`config.mk`:
```
export PLATFORM = sky130hd
export DESIGN_NAME = sif_cell
export DESIGN_NICKNAME = d
export VERILOG_FILES = /design/src/signed_integer_alu_fold_defines.svh /design/src/sif_pkg.sv /design/src/sif_cell.sv
export SDC_FILE = /design/constraint.sdc
export NUM_CORES = 1
export LEC_CHECK = 0
export BUFFER_PORTS_ARGS = -buffer_cell sky130_fd_sc_hd__clkbuf_2
export CORE_AREA = 2 2 407 409
export DETAILED_ROUTE_END_ITERATION = 10
export DIE_AREA = 0 0 409 411
export SLEW_MARGIN = 20
export SYNTH_ARGS = -nofsm -noshare
export SYNTH_HDL_FRONTEND = slang
export SYNTH_SLANG_ARGS = --single-unit
```
`constraint.sdc`:
```
create_clock -name clk -period 8.5 [get_ports clk]
set_input_delay 0.425 -clock clk [delete_from_list [all_inputs] [get_ports clk]]
set_output_delay 0.425 -clock clk [all_outputs]
set_load 0.03 [all_outputs]
```
`src/signed_integer_alu_fold_defines.svh`:
```
// Assertion macros shared by the signed ALU fold RTL.
// No dependencies; included by files that carry concurrent checks.
`ifndef SIGNED_INTEGER_ALU_FOLD_DEFINES_SVH
`define SIGNED_INTEGER_ALU_FOLD_DEFINES_SVH

// Same-cycle implication, sampled on clk, disabled in reset.
`define SIF_ASSERT_NOW(lbl, ante, cons, msg) \
  lbl: assert property (@(posedge clk) disable iff (!rst_n) (ante) |-> (cons)) \
    else $error(msg);

// Next-cycle implication, sampled on clk, disabled in reset.
`define SIF_ASSERT_NEXT(lbl, ante, cons, msg) \
  lbl: assert property (@(posedge clk) disable iff (!rst_n) (ante) |=> (cons)) \
    else $error(msg);

`endif

```
`src/sif_pkg.sv`:
```
// Package for the signed ALU fold: opcodes, result select codes, control struct.
// No dependencies.
`timescale 1ns / 1ps
package sif_pkg;

  localparam int DATA_WIDTH_DEF = 64;
  localparam int OUT_WIDTH      = 64;
  localparam int CMD_WIDTH      = 4;

  localparam logic [CMD_WIDTH-1:0] CMD_ADD = 4'd0;
  localparam logic [CMD_WIDTH-1:0] CMD_SUB = 4'd1;
  localparam logic [CMD_WIDTH-1:0] CMD_MUL = 4'd2;
  localparam logic [CMD_WIDTH-1:0] CMD_DIV = 4'd3;
  localparam logic [CMD_WIDTH-1:0] CMD_MOD = 4'd4;
  localparam logic [CMD_WIDTH-1:0] CMD_EQ  = 4'd5;
  localparam logic [CMD_WIDTH-1:0] CMD_NE  = 4'd6;
  localparam logic [CMD_WIDTH-1:0] CMD_LT  = 4'd7;
  localparam logic [CMD_WIDTH-1:0] CMD_LE  = 4'd8;
  localparam logic [CMD_WIDTH-1:0] CMD_GT  = 4'd9;
  localparam logic [CMD_WIDTH-1:0] CMD_GE  = 4'd10;

  typedef enum logic [1:0] {
    SEL_AUX = 2'd0,
    SEL_MUL = 2'd1,
    SEL_DIV = 2'd2,
    SEL_MOD = 2'd3
  } sel_t;

  typedef struct packed {
    logic valid;
    logic fold;
    logic is_bool;
    logic bval;
    sel_t sel;
    logic neg_q;
    logic neg_r;
  } ctrl_t;

endpackage

```
`src/sif_cell.sv`:
```
// One cell of the fold chain: one restoring divide step and one shift-add step.
// Depends on sif_pkg.
`timescale 1ns / 1ps
module sif_cell
  import sif_pkg::*;
#(
  parameter int W = DATA_WIDTH_DEF,
  parameter int K = 0
) (
  input  logic         clk,
  input  logic         rst_n,
  input  logic         adv,
  input  ctrl_t        ctrl_i,
  input  logic [W-1:0] rem_i,
  input  logic [W-1:0] dvd_i,
  input  logic [W-1:0] dvs_i,
  input  logic [W-1:0] quo_i,
  input  logic [W-1:0] mcand_i,
  input  logic [W-1:0] mplier_i,
  input  logic [W-1:0] prod_i,
  input  logic [W-1:0] aux_i,
  output ctrl_t        ctrl_r,
  output logic [W-1:0] rem_r,
  output logic [W-1:0] dvd_r,
  output logic [W-1:0] dvs_r,
  output logic [W-1:0] quo_r,
  output logic [W-1:0] mcand_r,
  output logic [W-1:0] mplier_r,
  output logic [W-1:0] prod_r,
  output logic [W-1:0] aux_r
);

  logic [W:0]   rem_sh;
  logic [W:0]   diff;
  logic [W-1:0] rem_nxt;
  logic [W-1:0] quo_nxt;
  logic [W-1:0] prod_nxt;

  // Bring down one dividend bit, trial-subtract, keep on no borrow.
  always_comb begin
    rem_sh   = {rem_i, dvd_i[W-1-K]};
    diff     = rem_sh - {1'b0, dvs_i};
    rem_nxt  = diff[W] ? rem_sh[W-1:0] : diff[W-1:0];
    quo_nxt  = quo_i;
    quo_nxt[W-1-K] = ~diff[W];
    prod_nxt = mplier_i[K] ? (prod_i + (mcand_i << K)) : prod_i;
  end

  always_ff @(posedge clk) begin
    if (!rst_n) begin
      ctrl_r <= '0;
    end else if (adv) begin
      ctrl_r <= ctrl_i;
    end
  end

  always_ff @(posedge clk) begin
    if (adv) begin
      rem_r    <= rem_nxt;
      dvd_r    <= dvd_i;
      dvs_r    <= dvs_i;
      quo_r    <= quo_nxt;
      mcand_r  <= mcand_i;
      mplier_r <= mplier_i;
      prod_r   <= prod_nxt;
      aux_r    <= aux_i;
    end
  end

endmodule

```
==> run_results.csv <==
group,metric,value,unit
route,drcViolationCount,0,
setup_path,cp.buffers_inverters,4,
finish,multiInputGateArea,8840,µm²
timing,timing.final.ws_setup,3.18,ns
timing,hold_viol,0,
pwr,power_frac_comb,0.264,
floorplanning,rows,149,
global_route,antenna_found_initial,40,
setup_path,worstSetupEndpointType,"flop",
global_route,grt.overflow.total,0,
clock_tree,insertion_delay,0.67,ns
logic_synthesis,synth_area,25000,µm²
route,antenna_left,0,
setup_path,critPathArrivalTime,5.73,ns
floorplanning,die-area,168000,µm²
setup_path,crit_slowest_cell,"buf_4",
route,via_count,21700,
pwr,total_power,7.77,mW
timing,tightest_slew,0.969,ns
logic_synthesis,yosysTopAreaCell,"edfxtp_1",
logic_synthesis,synth-edff-count,512,
setup_path,critical_path_class,"input pin to flop",
logic_synthesis,ys_seq_area_frac,0.621,
clock_tree,clockBufferDepth,3,
finish,filler_cell_count,17300,
timing,maxSlewHeadroom,0.354,
logic_synthesis,synth_top_cell_area_share,0.615,
clock_tree,cts_max_level,2,
setup_path,critPathLaunchType,"input pin",
floorplanning,die_y,411,µm
setup_path,worst_path_dominant_cell_family,"compound AO/OA/AOI/OAI gates",
placed_design,pre_cts_slack,3.09,ns
floorplanning,ioPinCount,1043,
setup_path,cpPeakStageDelay,0.75,ns
pwr,clkPwrFrac,0.322,
floorplanning,die_w,409,µm
timing,fin_crit_sh,0.625,
floorplanning,core-area,164000,µm²
logic_synthesis,ys_types,71,
route,drt-initial-drc-count,1350,
pwr,intPower,5.21,mW
placed_design,gp_congestion,0.900,
floorplanning,initial_utilization,0.153,
pwr,power.density,202,nW/µm²
pwr,p_leak,16.2,nW
clock_tree,root_buffer,"clkbuf_16",
timing,finalSetupTns,0,ns
placed_design,placed_cells,5064,
run,drv_cap,0,
logic_synthesis,syn-instance-count,1882,
route,drt_wl_total,121,mm
finish,syn_to_final_growth,54.1,%
timing,slew_violations,0,
logic_synthesis,avgSynthCellArea,13.3,µm²
finish,regArea,15500,µm²
route,viasPerCell,3.90,
logic_synthesis,ys_ff_latch,520,
finish,finalNonFillerCells,5570,
placed_design,place_hpwl,98.3,mm
timing,setup_violations,0,
timing,layout_min_cycle_time,5.32,ns
finish,finish.utilization,0.235,
placed_design,io_buffers,1041,
global_route,grt_pass1_vias,21700,
setup_path,cpMostUsedCell,"a21oi_1",
timing,fmax,188,MHz
pwr,switchingPower,2.55,mW
timing,fin_skew,0,ns
placed_design,place_area,32800,µm²
logic_synthesis,yosys_warnings,0,
clock_tree,cts_resized,0,
finish,fin_nets,3972,
global_route,grt_pass1_wl,162,mm
clock_tree,cts_tree,"done",
setup_path,cp.required,8.91,ns
route,firstDrtPassIters,5,
logic_synthesis,synth_nets,2534,
timing,whs,0.0374,ns
logic_synthesis,synthTopCellsByArea,"edfxtp_1 (61%), ha_1 (6.4%), mux2_2 (3.3%)",
clock_tree,cts_sinks,520,
run_status,outcome,"finished, final reports clean",
pwr,seqPwrFrac,0.414,
timing,rsz0062_at_grt,"false",
setup_path,crit_path_max_fanout,53,
pwr,irDropWorstVdd,0.179,mV
clock_tree,cts_inserted_buffers,59,
global_route,grt_usage,0.136,
clock_tree,clk_pin_slew_worst_paths,0.06,ns
finish,design_area,38500,µm²
setup_path,critical_path.cell_chain,"dlygate4sd3_1 -> clkbuf_2 -> inv_1 -> ha_1 -> fa_1 -> nand2b_1 -> a21oi_1 -> o21ai_0 -> o211ai_2 -> o2111ai_1 -> a21oi_1 -> o21ai_1 -> a32oi_1 -> xor2_4 -> buf_4 -> mux2_1",
global_route,grt_max_degree,163,
hold_path,hp-class,"input pin to flop",
finish,drive_above_1_share,0.360,
pwr,power.share.switching,0.329,
route,wl_per_cell,21.8,µm
logic_synthesis,dominantRegCellSynth,"edfxtp_1",
logic_synthesis,async_flop_share,0,
==> worst register-to-register path, stage by stage (launching register included) <==
cell and delay [ns]:
dfxtp_1 0.36, mux2i_1 0.08, nor2b_1 0.12
==> state kept, by name (all words and copies together) (netlist names) <==
register / count
aux_r: 64
dvd_r: 64
dvs_r: 64
mcand_r: 64
mplier_r: 64
prod_r: 64
quo_r: 64
rem_r: 64
ctrl_r: 8
==> path summary, 6_finish.rpt <==
kind,from,cells after the start,endpoint,slack [ns]
setup / recovery,dvd_i[63],16,rem_r[19]$_DFFE_PP_,3.18
hold / removal,mcand_i[59],1,mcand_r[59]$_DFFE_PP_,0.04
setup reg to reg,ctrl_r[0]$_SDFFE_PN0P_,2,ctrl_r[0]$_SDFFE_PN0P_,7.87
hold reg to reg,ctrl_r[7]$_SDFFE_PN0P_,2,ctrl_r[7]$_SDFFE_PN0P_,0.53
==> routing by layer <==
| layer | up-vias | wire (µm) | global-route usage |
|---|---|---|---|
| met3 | 163 | 8840 | 0.0377 |
| li1 | 10000 | - | - |
| met1 | 10600 | 46600 | 0.155 |
| met4 | 26 | 3730 | 0.0413 |
| met5 | - | 162 | 0 |
| met2 | 962 | 61900 | 0.247 |
==> power groups by stage <==
stage	logic, mW	registers [mW]	clock network, mW
2_1_floorplan	0.639	3.75	0
3_3_place_gp	1.92	3.26	0
3_5_place_dp	1.92	3.26	0
4_1_cts	2.08	3.21	2.59
5_1_grt	2.19	3.23	2.66
6_report	2.05	3.21	2.50
==> Yosys cell counts, types with 27 or more instances <==
master	n
nand4_1	35
mux2_1	45
edfxtp_1	512
nor2_1	87
a21o_1	69
xor2_1	42
o21bai_1	27
inv_1	102
o21ai_0	84
ha_1	127
nand2_1	106
a21oi_1	164
mux2_2	73
clkbuf_1	48
xnor2_1	80
==> logic make-up after synthesis <==
| logic type | after synthesis | share of synthesized area |
|---|---|---|
| flops | 520 | 0.621 |
| compound gates | 465 | 0.117 |
| simple gates | 355 | 0.0696 |
| buf+inv | 160 | 0.0259 |
| mux | 131 | 0.0583 |
| fa+ha+maj | 129 | 0.0652 |
| xor+xnor | 122 | 0.0427 |
==> final cells by class <==
type / count / share of cell area
Inverter: 102 / 0.00994
Timing Repair Buffer: 1435 / 0.238
Tap cell: 2189 / 0.0711
Clock buffer: 74 / 0.0403
Antenna cell: 12 / 0.000779
Multi-Input combinational cell: 1202 / 0.229
Clock inverter: 36 / 0.00734
Sequential cell: 520 / 0.403
==> cells in the final DEF, fill, tap and decap left out, types with 69 or more instances in the layout <==
| cell | count |
|---|---|
| inv_1 | 102 |
| clkbuf_2 | 1039 |
| o21ai_0 | 84 |
| a21o_1 | 69 |
| xnor2_1 | 80 |
| mux2_2 | 73 |
| nor2_1 | 87 |
| nand2_1 | 106 |
| ha_1 | 127 |
| edfxtp_1 | 512 |
| dlygate4sd3_1 | 384 |
| a21oi_1 | 164 |
==> timing repair <==
item | 4_1_cts | 5_1_grt
hold buffers | 384 | 0
buffers inserted | 0 | 0
endpoints found under the hold margin | 384 | 0
No activity file was read; power rests on OpenSTA's default activity.
